### config.mk
export PLATFORM = sky130hd
export DESIGN_NAME = sm3_message_digest_unit_flat
export DESIGN_NICKNAME = d
export VERILOG_FILES = /design/src/design/sm3_pkg.sv /design/src/design/sm3_if.sv /design/src/design/sm3_round.sv /design/src/design/sm3_message_digest_unit.sv /design/src/flat_wrapper.sv
export SDC_FILE = /design/constraint.sdc
export NUM_CORES = 2
export LEC_CHECK = 0
export ABC_AREA = 1
export ABC_CLOCK_PERIOD_IN_PS = 48200
export BUFFER_PORTS_ARGS = -buffer_cell sky130_fd_sc_hd__buf_2
export CORE_ASPECT_RATIO = 0.75
export CORE_MARGIN = 5
export CORE_UTILIZATION = 47
export CTS_CLUSTER_DIAMETER = 60
export DETAILED_ROUTE_END_ITERATION = 6
export PLACE_DENSITY = 0.59
export SLEW_MARGIN = 20
export SYNTH_ARGS = -nofsm -noshare
export SYNTH_HDL_FRONTEND = slang
export SYNTH_SLANG_ARGS = --single-unit
### constraint.sdc
create_clock -name clk -period 48.2 [get_ports clk]
set_input_delay 0 -clock clk [delete_from_list [all_inputs] [get_ports clk]]
set_output_delay 0 -clock clk [all_outputs]
set_load 0.03 [all_outputs]
### src/design/sm3_pkg.sv
package sm3_pkg;

  localparam logic [31:0] IV [8] = '{
    32'h7380166F, 32'h4914B2B9, 32'h172442D7, 32'hDA8A0600,
    32'hA96F30BC, 32'h163138AA, 32'hE38DEE4D, 32'hB0FB0E4E
  };
  localparam logic [31:0] T_LO = 32'h79CC4519;
  localparam logic [31:0] T_HI = 32'h7A879D8A;
  localparam logic [7:0]  PAD_BYTE = 8'h80;
  localparam logic [5:0]  LEN_AT = 6'd56;
  localparam int          BLOCK_BYTES = 64;
  localparam int          ROUNDS = 64;

  typedef enum logic [2:0] {
    S_IDLE,
    S_LOAD,
    S_ROUND,
    S_FOLD,
    S_PAD,
    S_EMIT
  } state_t;

  // compression unit control
  typedef struct packed {
    logic start;
    logic busy;
    logic done;
  } cmp_ctl_t;

  function automatic logic [31:0] rotl(input logic [31:0] x, input logic [4:0] n);
    logic [63:0] d;
    d = {x, x} << n;
    return d[63:32];
  endfunction

  function automatic logic [31:0] p0(input logic [31:0] x);
    return x ^ rotl(x, 5'd9) ^ rotl(x, 5'd17);
  endfunction

  function automatic logic [31:0] p1(input logic [31:0] x);
    return x ^ rotl(x, 5'd15) ^ rotl(x, 5'd23);
  endfunction

endpackage

### src/design/sm3_if.sv
interface sm3_in_if;
  logic       valid;
  logic       ready;
  logic [7:0] data_byte;
  logic       has_byte;
  logic       last_byte;
  modport source (output valid, data_byte, has_byte, last_byte, input ready);
  modport sink (input valid, data_byte, has_byte, last_byte, output ready);
endinterface

interface sm3_out_if;
  logic        valid;
  logic        ready;
  logic [31:0] digest_word;
  logic [2:0]  word_index;
  logic        last_word;
  modport source (output valid, digest_word, word_index, last_word, input ready);
  modport sink (input valid, digest_word, word_index, last_word, output ready);
endinterface

### src/design/sm3_round.sv
// One SM3 round per cycle over the 64 rounds; schedule word fed from a 16-entry window.
module sm3_round (
  input  logic             clk,
  input  logic             rst,
  input  logic             start,
  input  logic [31:0]      chain [8],
  input  logic [511:0]     block,
  output logic             done,
  output logic [31:0]      regs [8]
);

  logic [31:0] w [16];
  logic [31:0] w_next_word;
  logic [5:0]  j;
  logic        busy;
  logic [31:0] wj, wp, tj, a12, ss1, ss2, ff, gg, tt1, tt2;

  // window is kept shifted so w[0] is W[j]
  always_comb begin
    w_next_word = sm3_pkg::p1(w[0] ^ w[7] ^ sm3_pkg::rotl(w[13], 5'd15)) ^
                  sm3_pkg::rotl(w[3], 5'd7) ^ w[10];
    wj  = w[0];
    wp  = w[0] ^ w[4];
    tj  = (j < 6'd16) ? sm3_pkg::T_LO : sm3_pkg::T_HI;
    a12 = sm3_pkg::rotl(regs[0], 5'd12);
    ss1 = sm3_pkg::rotl(a12 + regs[4] + sm3_pkg::rotl(tj, j[4:0]), 5'd7);
    ss2 = ss1 ^ a12;
    if (j < 6'd16) begin
      ff = regs[0] ^ regs[1] ^ regs[2];
      gg = regs[4] ^ regs[5] ^ regs[6];
    end else begin
      ff = (regs[0] & regs[1]) | (regs[0] & regs[2]) | (regs[1] & regs[2]);
      gg = (regs[4] & regs[5]) | (~regs[4] & regs[6]);
    end
    tt1 = ff + regs[3] + ss2 + wp;
    tt2 = gg + regs[7] + ss1 + wj;
  end

  always_ff @(posedge clk) begin
    if (rst) begin
      busy <= 1'b0;
      done <= 1'b0;
      j    <= '0;
    end else begin
      done <= 1'b0;
      if (start) begin
        busy <= 1'b1;
        j    <= '0;
      end else if (busy) begin
        j <= j + 6'd1;
        if (j == 6'(sm3_pkg::ROUNDS - 1)) begin
          busy <= 1'b0;
          done <= 1'b1;
        end
      end
    end
  end

  always_ff @(posedge clk) begin
    if (start) begin
      for (int k = 0; k < 16; k++) w[k] <= block[511 - 32*k -: 32];
      for (int k = 0; k < 8; k++) regs[k] <= chain[k];
    end else if (busy) begin
      for (int k = 0; k < 15; k++) w[k] <= w[k+1];
      w[15]   <= w_next_word;
      regs[3] <= regs[2];
      regs[2] <= sm3_pkg::rotl(regs[1], 5'd9);
      regs[1] <= regs[0];
      regs[0] <= tt1;
      regs[7] <= regs[6];
      regs[6] <= sm3_pkg::rotl(regs[5], 5'd19);
      regs[5] <= regs[4];
      regs[4] <= sm3_pkg::p0(tt2);
    end
  end

  a_done: assert property (@(posedge clk) disable iff (rst)
    done |-> $past(busy)) else $error("done without round run");
  a_busy_count: assert property (@(posedge clk) disable iff (rst)
    (busy && j != 6'(sm3_pkg::ROUNDS - 1)) |=> busy) else $error("early stop");
  a_start: assert property (@(posedge clk) disable iff (rst)
    start |=> busy && j == 6'd0) else $error("start not taken");

endmodule

### src/design/sm3_message_digest_unit.sv
// SM3 hash unit, byte-serial input.
// in:  sm3_in_if sink. Each item carries data_byte, has_byte and last_byte.
//      has_byte=1 appends data_byte; last_byte=1 closes the message (an
//      item with has_byte=0, last_byte=1 closes it with no new byte).
// out: sm3_out_if source. Eight 32-bit digest words, word_index 0..7,
//      last_word on word 7, big-endian.
// Timing: a plain byte is accepted in idle and ready stays high. A
// compression runs load, 64 rounds, the done flag and fold on the single
// shared round unit running one round per cycle. A byte that fills the
// 64-byte block holds ready low for the whole compression. A final item
// spends a padding step before each of its one or two compressions (plus
// one more compression when its byte also completes a block), then emits
// the eight words at one per cycle while out.ready is high.
// Ready is low while padding, a compression or the digest emission is in progress.
// Receiver stall: the current digest word holds on the port until taken;
// nothing is lost. After the eighth word the chaining value returns to
// the initial value and the block takes the next message.
// Reset (rst, synchronous): chaining value = IV, fill position and bit
// count cleared, outputs invalid. No clearing pass needed.
module sm3_message_digest_unit (
  input logic      clk,
  input logic      rst,
  sm3_in_if.sink   in,
  sm3_out_if.source out
);

  sm3_pkg::state_t state, state_next;

  logic [31:0] chain [8];
  logic [31:0] blk_word [16];  // block buffer, four bytes per entry, big-endian
  logic [31:0] pad_word [16];
  logic [5:0]  fill;
  logic [63:0] bits;
  logic        fin;       // in final padding sequence
  logic        second;    // length block still to compress
  logic        padded;    // padding already built for this message
  logic [2:0]  widx;

  logic [511:0] block;
  logic         cmp_done;
  logic [31:0]  regs [8];
  logic         accept;

  assign accept = in.valid && in.ready;

  always_comb begin
    for (int k = 0; k < 16; k++) block[511 - 32*k -: 32] = blk_word[k];
  end

  sm3_round u_round (
    .clk(clk), .rst(rst), .start(state == sm3_pkg::S_LOAD),
    .chain(chain), .block(block), .done(cmp_done), .regs(regs)
  );

  // next state
  always_comb begin
    state_next = state;
    unique case (state)
      sm3_pkg::S_IDLE: begin
        if (accept) begin
          if (in.has_byte && fill == 6'd63) state_next = sm3_pkg::S_LOAD;
          else if (in.last_byte) state_next = sm3_pkg::S_PAD;
        end
      end
      sm3_pkg::S_PAD:   state_next = sm3_pkg::S_LOAD;
      sm3_pkg::S_LOAD:  state_next = sm3_pkg::S_ROUND;
      sm3_pkg::S_ROUND: if (cmp_done) state_next = sm3_pkg::S_FOLD;
      sm3_pkg::S_FOLD: begin
        // a final byte that completed a block still needs its padding block
        if (second) state_next = sm3_pkg::S_PAD;
        else if (fin) state_next = padded ? sm3_pkg::S_EMIT : sm3_pkg::S_PAD;
        else state_next = sm3_pkg::S_IDLE;
      end
      sm3_pkg::S_EMIT:
        if (out.ready && widx == 3'd7) state_next = sm3_pkg::S_IDLE;
      default: state_next = sm3_pkg::S_IDLE;
    endcase
  end

  // outputs
  always_comb begin
    in.ready        = (state == sm3_pkg::S_IDLE);
    out.valid       = (state == sm3_pkg::S_EMIT);
    out.digest_word = chain[widx];
    out.word_index  = widx;
    out.last_word   = (widx == 3'd7);
  end

  always_ff @(posedge clk) begin
    if (rst) state <= sm3_pkg::S_IDLE;
    else     state <= state_next;
  end

  // control registers
  always_ff @(posedge clk) begin
    if (rst) begin
      fill   <= '0;
      bits   <= '0;
      fin    <= 1'b0;
      second <= 1'b0;
      padded <= 1'b0;
      widx   <= '0;
      for (int k = 0; k < 8; k++) chain[k] <= sm3_pkg::IV[k];
    end else begin
      unique case (state)
        sm3_pkg::S_IDLE: begin
          if (accept) begin
            if (in.has_byte) begin
              fill <= fill + 6'd1;
              bits <= bits + 64'd8;
            end
            fin <= in.last_byte;
          end
        end
        sm3_pkg::S_PAD: begin
          // second pass: length block after an overflow block
          second <= (!second) && (fill > 6'd55);
          padded <= 1'b1;
        end
        sm3_pkg::S_FOLD: begin
          for (int k = 0; k < 8; k++) chain[k] <= chain[k] ^ regs[k];
          if (fin && !second) fill <= '0;
        end
        sm3_pkg::S_EMIT: begin
          if (out.ready) begin
            widx <= widx + 3'd1;
            if (widx == 3'd7) begin
              for (int k = 0; k < 8; k++) chain[k] <= sm3_pkg::IV[k];
              bits   <= '0;
              fin    <= 1'b0;
              padded <= 1'b0;
            end
          end
        end
        default: ;
      endcase
    end
  end

  // padded block: 0x80 at the fill position, zeros after it, length in the
  // last 8 bytes when it fits; the length-only block after an overflow
  // block is zeros then length
  always_comb begin
    for (int i = 0; i < 16; i++) begin
      for (int l = 0; l < 4; l++) begin
        if (second) begin
          if (6'(4*i + l) < sm3_pkg::LEN_AT) pad_word[i][31 - 8*l -: 8] = 8'h00;
          else pad_word[i][31 - 8*l -: 8] = bits[8*(63 - 4*i - l) +: 8];
        end else if (6'(4*i + l) == fill) begin
          pad_word[i][31 - 8*l -: 8] = sm3_pkg::PAD_BYTE;
        end else if (6'(4*i + l) < fill) begin
          pad_word[i][31 - 8*l -: 8] = blk_word[i][31 - 8*l -: 8];
        end else if (fill < sm3_pkg::LEN_AT && 6'(4*i + l) >= sm3_pkg::LEN_AT) begin
          pad_word[i][31 - 8*l -: 8] = bits[8*(63 - 4*i - l) +: 8];
        end else begin
          pad_word[i][31 - 8*l -: 8] = 8'h00;
        end
      end
    end
  end

  // block buffer
  always_ff @(posedge clk) begin
    if (state == sm3_pkg::S_IDLE && accept && in.has_byte) begin
      blk_word[fill[5:2]][{~fill[1:0], 3'b000} +: 8] <= in.data_byte;
    end else if (state == sm3_pkg::S_PAD) begin
      for (int i = 0; i < 16; i++) blk_word[i] <= pad_word[i];
    end
  end

  a_ready: assert property (@(posedge clk) disable iff (rst)
    (state != sm3_pkg::S_IDLE) |-> !in.ready) else $error("ready while busy");
  a_emit_hold: assert property (@(posedge clk) disable iff (rst)
    (out.valid && !out.ready) |=> out.valid && $stable(widx))
    else $error("digest word dropped");
  a_fill_clear: assert property (@(posedge clk) disable iff (rst)
    out.valid |-> fill == 6'd0) else $error("fill not cleared at emit");
  a_emit_entry: assert property (@(posedge clk) disable iff (rst)
    $rose(out.valid) |-> widx == 3'd0) else $error("emit not at word 0");

endmodule
### src/flat_wrapper.sv
// flat-port wrapper written by rule: the top's interface ports become plain ports
module sm3_message_digest_unit_flat 
  (clk, rst, in_valid, in_data_byte, in_has_byte, in_last_byte, in_ready, out_valid, out_digest_word, out_word_index, out_last_word, out_ready);
  sm3_in_if in_i ();
  sm3_out_if out_i ();
  input logic clk;
  input logic rst;
  input wire logic [$bits(in_i.valid)-1:0] in_valid;
  input wire logic [$bits(in_i.data_byte)-1:0] in_data_byte;
  input wire logic [$bits(in_i.has_byte)-1:0] in_has_byte;
  input wire logic [$bits(in_i.last_byte)-1:0] in_last_byte;
  output wire logic [$bits(in_i.ready)-1:0] in_ready;
  output wire logic [$bits(out_i.valid)-1:0] out_valid;
  output wire logic [$bits(out_i.digest_word)-1:0] out_digest_word;
  output wire logic [$bits(out_i.word_index)-1:0] out_word_index;
  output wire logic [$bits(out_i.last_word)-1:0] out_last_word;
  input wire logic [$bits(out_i.ready)-1:0] out_ready;
  assign in_i.valid = in_valid;
  assign in_i.data_byte = in_data_byte;
  assign in_i.has_byte = in_has_byte;
  assign in_i.last_byte = in_last_byte;
  assign in_ready = in_i.ready;
  assign out_valid = out_i.valid;
  assign out_digest_word = out_i.digest_word;
  assign out_word_index = out_i.word_index;
  assign out_last_word = out_i.last_word;
  assign out_i.ready = out_ready;
  sm3_message_digest_unit u_core (.clk(clk), .rst(rst), .in(in_i), .out(out_i));
endmodule
; Word-level counts from Yosys, hierarchy flattened
; Memory sizes are Yosys's and may differ from the RTL's.
; Cells that the tools add are included.
[totals]
register_bits = 599
ramBits = 1024
inputBits = 14
out_inout_bits = 38
elab_cells = 533
n_memories = 2
[op_classes]
addsub = 13
magnitude_cmp = 68
eq_ne = 79
shifts = 3
mux = 267
n_bitwise = 50
reduce_logical = 25
[mem_list]
columns = memory, words, word_bits, rd, rd_ports_with_merged_regs, wr, line_no
row1 = u_core.blk_word, 16, 32, 16, 0, 16, sm3_message_digest_unit.sv:30  ; logic [31:0] blk_word [16];
row2 = u_core.u_round.w, 16, 32, 16, 0, 16, sm3_round.sv:12  ; logic [31:0] w [16];
[op_table]
columns = op, count
row1 = 8-bit 2-to-1 mux, 200
row2 = 256-bit 2-to-1 mux, 4
row3 = 32-bit 2-to-1 mux, 23
row4 = 32-bit bitwise XOR, 22
row5 = 256-bit case mux with 2 select lines, 1
row6 = 32-bit adder, 8
row7 = 64-bit 2-to-1 mux, 4
row8 = 6-bit equality test (first input constant), 32
row9 = 6-bit less-than comparator (first input constant), 32
row10 = 32-bit bitwise AND, 5
row11 = 64-bit case mux with 2 select lines, 1
row12 = 32-bit binary-select mux with 3-bit select, 1
row13 = 5-bit by 6-bit equality test with 1-bit output (first input constant), 16
row14 = 5-bit by 6-bit less-than comparator with 1-bit output (first input constant), 16
row15 = 32-bit bitwise OR, 3
row16 = 64-bit by 4-bit adder with 64-bit output (second input constant), 1
row17 = 63-bit by 5-bit << shifter with 64-bit output, 1
row18 = 4-bit by 6-bit equality test with 1-bit output (first input constant), 8
row19 = 4-bit by 6-bit less-than comparator with 1-bit output (first input constant), 8
row20 = 32-bit NOT, 1
row21 = 32-bit OR reduction, 1
row22 = 8-bit by 7-bit variable shift with 32-bit output (first input constant), 1
row23 = 8-bit by 7-bit variable part select with 32-bit output, 1
row24 = 26-bit 2-to-1 mux, 1
row25 = other kinds (42), 114

; Depth between registers and ports, before layout
[depth]
word_depth = 11
mapped_depth = 52

; By module
; From an unflattened synthesis, not the netlist that was laid out.
[unflattened]
cells_unflattened = 8625
area_unflattened_um2 = 83074.7
[modules_own_cells]
columns = module, n_inst, cells_per_inst, area_each_um2, seq_area_each_um2
row1 = sm3_round, 1, 5029, 48716.7, 23222.3
row2 = sm3_message_digest_unit, 1, 3596, 34358.0, 22021.1

; Worst setup path after synthesis
; OpenSTA, ideal clock, no wires.
[synth_path]
kind = register -> register
startpoint = reg u_core.state[2]
endpoint = reg u_core.u_round.regs[0] in the netlist's numbering, enable pin
setup_time_ps = 5368
arrival_ps = 13256
required_time_ps = 42832
setup_slack_ps = 29576
path_stages_with_launch = 5
n_path_buf = 1
synth_period_minus_slack_ps = 18624
cell_sequence = dfxtp_1 nor3_2 inv_2 clkbuf_1 nand2_1
[synth_between]
elab_chain_len = 2
[synth_lines]
columns = item, line_no
row1 = "start, declared", sm3_message_digest_unit.sv:27  ; sm3_pkg::state_t state, state_next;
row2 = "start signal, assigned", sm3_message_digest_unit.sv:90  ; if (rst) state <= sm3_pkg::S_IDLE;
row3 = "start signal, assigned", sm3_message_digest_unit.sv:91  ; else state <= state_next;
row4 = 3-bit by 1-bit equality test with 1-bit output, sm3_message_digest_unit.sv:51  ; .clk(clk), .rst(rst), .start(state == sm3_pkg::S_LOAD),
row5 = 2-bit nonzero test (no line), n/a
row6 = "end, declared", sm3_round.sv:9  ; output logic [31:0] regs [8]
; No other way between the ends.
; A chain may end at the register's enable or synchronous reset.

; Final worst setup path
[layout_path]
startpoint = reg u_core.u_round.j[4]
endpoint = reg u_core.u_round.regs[242] in the netlist's numbering (data pin)
[layout_between]
elab_chain_len = 9
[layout_lines]
columns = item, line_no
row1 = "start, declared", sm3_round.sv:14  ; logic [5:0] j;
row2 = "start signal, assigned", sm3_round.sv:50  ; j <= j + 6'd1;
row3 = 6-bit by 5-bit less-than comparator with 1-bit output, "sm3_round.sv:24, sm3_round.sv:28"
row4 = 26-bit 2-to-1 mux, sm3_round.sv:24  ; tj = (j < 6'd16) ? sm3_pkg::T_LO : sm3_pkg::T_HI;
row5 = 63-bit by 5-bit << shifter with 64-bit output, sm3_pkg.sv:32  ; d = {x, x} << n;
row6 = 32-bit adder, sm3_round.sv:26  ; ss1 = sm3_pkg::rotl(a12 + regs[4] + sm3_pkg::rotl(tj, j[4:0]), 5'd7);
row7 = 32-bit bitwise XOR, sm3_round.sv:27  ; ss2 = ss1 ^ a12;
row8 = 32-bit adder * (2 in a row), sm3_round.sv:35  ; tt1 = ff + regs[3] + ss2 + wp;
row9 = 256-bit 2-to-1 mux *, sm3_round.sv:63  ; end else if (busy) begin
row10 = 256-bit 2-to-1 mux *, sm3_round.sv:60  ; if (start) begin
; Mark *: on every way between the ends. The rest lies on a longest branch, timed or not. The select of a mux whose other input is x is not followed.

==> impl_metrics.csv <==
group,metric,value,unit
status,outcome,"finished clean",
worst_setup_path,slowest_stage,"o21ai_0",
cells_and_area,fin_nets,8851,
clock_tree,clkLatencyLatePin,0.83,ns
floorplanning,rows,133,
worst_setup_path,crit_type,"flop to flop",
grt,antenna_found_initial,21,
route,wl_per_cell,28.9,um
timing,setup_violations,0,
synthesis,yosysUniqueCellTypes,54,
worst_setup_path,cp.required,48.85,ns
synthesis,syn_avg_cell_area,9.78,um^2
synthesis,synth-seq-area-share,0.545,
placement,hpwlAfterDp,240,mm
worst_setup_path,crit_fanout,36,
worst_setup_path,critPathBufInv,6,
clock_tree,cts_resized,0,
worst_setup_path,crit_arrival,11.84,ns
clock_tree,cts_made_buffers,173,
timing,fin_skew,0.0604,ns
run,drv_cap,0,
route,drt_iter0_markers,10200,
placement,gp_congestion,1.07,
grt,grt_pass1_vias,59300,
clock_tree,root_buffer,"clkbuf_16",
synthesis,synth.cell_area,83100,um^2
synthesis,synth_fp_nets,8809,
synthesis,synth-edff-count,1280,
route,highest_layer,"met5",
grt,overflow,0,
timing,finalHoldViolCount,0,
worst_setup_path,slowest_delay,0.81,ns
route,wl_met1,149,mm
clock_tree,cts_sinks,1620,
route,drtAntennaViolNets,0,
floorplanning,ios,52,
route,dr_wl_met3,45.6,mm
placement,io_buffers,51,
worst_setup_path,critPathTopFamily,"compound AO/OA/AOI/OAI gates",
route,drt-vias-per-instance,5.91,
clock_tree,cts_setup_buffers,0,
grt,grt_max_degree,161,
worst_setup_path,crit_top_cell,"nand2_1",
floorplanning,start_util,0.473,
timing,rsz0062_at_grt,"no",
timing,fin_crit,11.18,ns
synthesis,synth.most_common_cell,"nand2_1",
synthesis,yosys.area.top_type_share,0.463,
synthesis,syn_inst,8498,
cells_and_area,area_growth,10.9,%
timing,slew_headroom,0.112,
grt,grt_use_total,0.338,
synthesis,synth_flop_cell,"edfxtp_1",
floorplanning,die_w,495,um
synthesis,yosysWarnings,0,
grt,grt_pass1_wl,447,mm
synthesis,netlist_top_cells_count,"nand2_1, edfxtp_1, inv_1",
clock_tree,clkTransAtPathRegs,0.06,ns
clock_tree,clk_path_buf_depth,3,
clock_tree,hold_buffers,16,
worst_setup_path,critPathLaunchType,"flop",
route,drc,0,
floorplanning,die_area,185000,um^2
clock_tree,h-tree-depth,4,
clock_tree,tritoncts,"yes",
synthesis,ys_ff_latch,1620,
cells_and_area,layout-drive-gt1-share,0.0980,
route,wirelength,320,mm
synthesis,yosysTopAreaCell,"edfxtp_1",
floorplanning,core_area,176000,um^2
hold_path,hold_class,"input pin to flop",
timing,setup_tns,0,ns
floorplanning,die_height,374,um
synthesis,async_flop_share,0,
route,route.met2.wl,117,mm
timing,tightest_slew,1.33,ns
worst_setup_path,end_kind,"flop",
route,vias,65300,
synthesis,synth_area_leaders,"edfxtp_1, nand2_1, dfxtp_1",
timing,fmax,89.4,MHz
route,dr.pass1.iters,6,
timing,maxSlewViolCount,0,
timing,fin_crit_sh,0.232,
==> per-stage QoR <==
| step | std cells | area [um^2] | utilization | hold slack (ns) | worst slack [ns] |
|---|---|---|---|---|---|
| after global placement | 10700 | 86200 | 0.491 | 0.418 | 37.38 |
| after floorplan | 8498 | 83100 | - | 0.160 | 29.58 |
| after CTS | 11000 | 92000 | 0.524 | 0.218 | 37.47 |
| final | 11000 | 92200 | 0.525 | 0.256 | 37.02 |
| after global routing | 11000 | 92200 | 0.525 | 0.279 | 36.73 |
| after detailed placement | 10700 | 86200 | 0.491 | 0.420 | 37.53 |
==> placed cells by master (no fill, tap or decap), types with 9 or more instances in the layout <==
master,count
nand3b_1,50
nor2_2,9
inv_1,949
bufinv_16,11
buf_2,52
nor3_2,9
nor3_1,77
nand2_1,1914
edfxtp_1,1280
mux2i_1,17
ha_1,109
a221oi_1,24
dlygate4sd3_1,16
o31ai_1,16
nand3_1,482
nand4_1,61
fa_1,188
a31oi_1,138
xor2_1,264
o21ai_0,907
dfxtp_1,338
clkbuf_1,46
xnor2_1,63
or2_2,35
nor2_1,345
mux2_2,280
a21oi_2,17
o21bai_1,18
inv_2,9
a211oi_1,10
clkinv_2,19
mux2_1,24
inv_6,14
clkbuf_16,175
buf_4,146
clkinv_1,23
a21oi_1,421
==> metal layers <==
layer  up-vias  global-route usage
li1      29000                   -
met1     32200               0.555
met2      3745               0.417
met3       373               0.113
met4         4              0.0747
met5         -                   0
==> flip-flops by register name, summed over array words and instances, names as in the netlist <==
signal	count
u_core.second	1
u_core.bits	61
u_core.u_round.j	6
u_core.out.word_index	3
u_core.fin	1
u_core.chain	256
u_core.u_round.done	1
u_core.padded	1
u_core.u_round.regs	256
u_core.fill	6
u_core.blk_word	512
u_core.u_round.w	512
u_core.u_round.busy	1
u_core.state	3
==> area by class of cell <==
class | count | area (um^2)
Antenna cell | 4 | 10.0
Clock buffer | 228 | 4650
Clock inverter | 89 | 1020
Fill cell | 15800 | 83400
Inverter | 964 | 3640
Multi-Input combinational cell | 5560 | 33000
Sequential cell | 1620 | 45300
Tap cell | 2362 | 2960
Timing Repair Buffer | 221 | 1640
==> logic make-up (layout without fill, tap and decap cells) <==
logic type / count (synthesis) / count (layout) / synth area share
adders and majority gates: 297 / 297 / 0.0617
buffers and inverters: 1318 / 1502 / 0.0617
xor gates and xnor gates: 341 / 341 / 0.0363
other: 0 / 4 / 0
AOI/OAI and AO/OA: 1598 / 1598 / 0.102
DFF: 1620 / 1620 / 0.545
muxes: 321 / 321 / 0.0433
and+or+nand+nor: 3003 / 3003 / 0.150
==> final timing paths <==
path                                    start                                     to  slack [ns]  cells past startpoint
max          u_core.u_round.j[4]$_SDFFE_PP0P_     u_core.u_round.regs[242]$_DFFE_PP_       37.02                     34
min                                 out_ready  u_core.out.word_index[0]$_SDFFE_PP0P_        0.26                      4
max reg2reg  u_core.u_round.j[4]$_SDFFE_PP0P_     u_core.u_round.regs[242]$_DFFE_PP_       37.02                     34
min reg2reg    u_core.chain[110]$_SDFFE_PP0P_         u_core.chain[110]$_SDFFE_PP0P_        0.44                      1
==> worst min-delay path: cells and delay by family <==
kind / cells / cell delay [ns]
AOI/OAI and AO/OA: 1 / 0.09
and+or+nand+nor: 1 / 0.18
buffers and inverters: 2 / 0.71
Power is not shown: default switching activity piles up to over one toggle a cycle in this logic, so the estimate is an artifact.
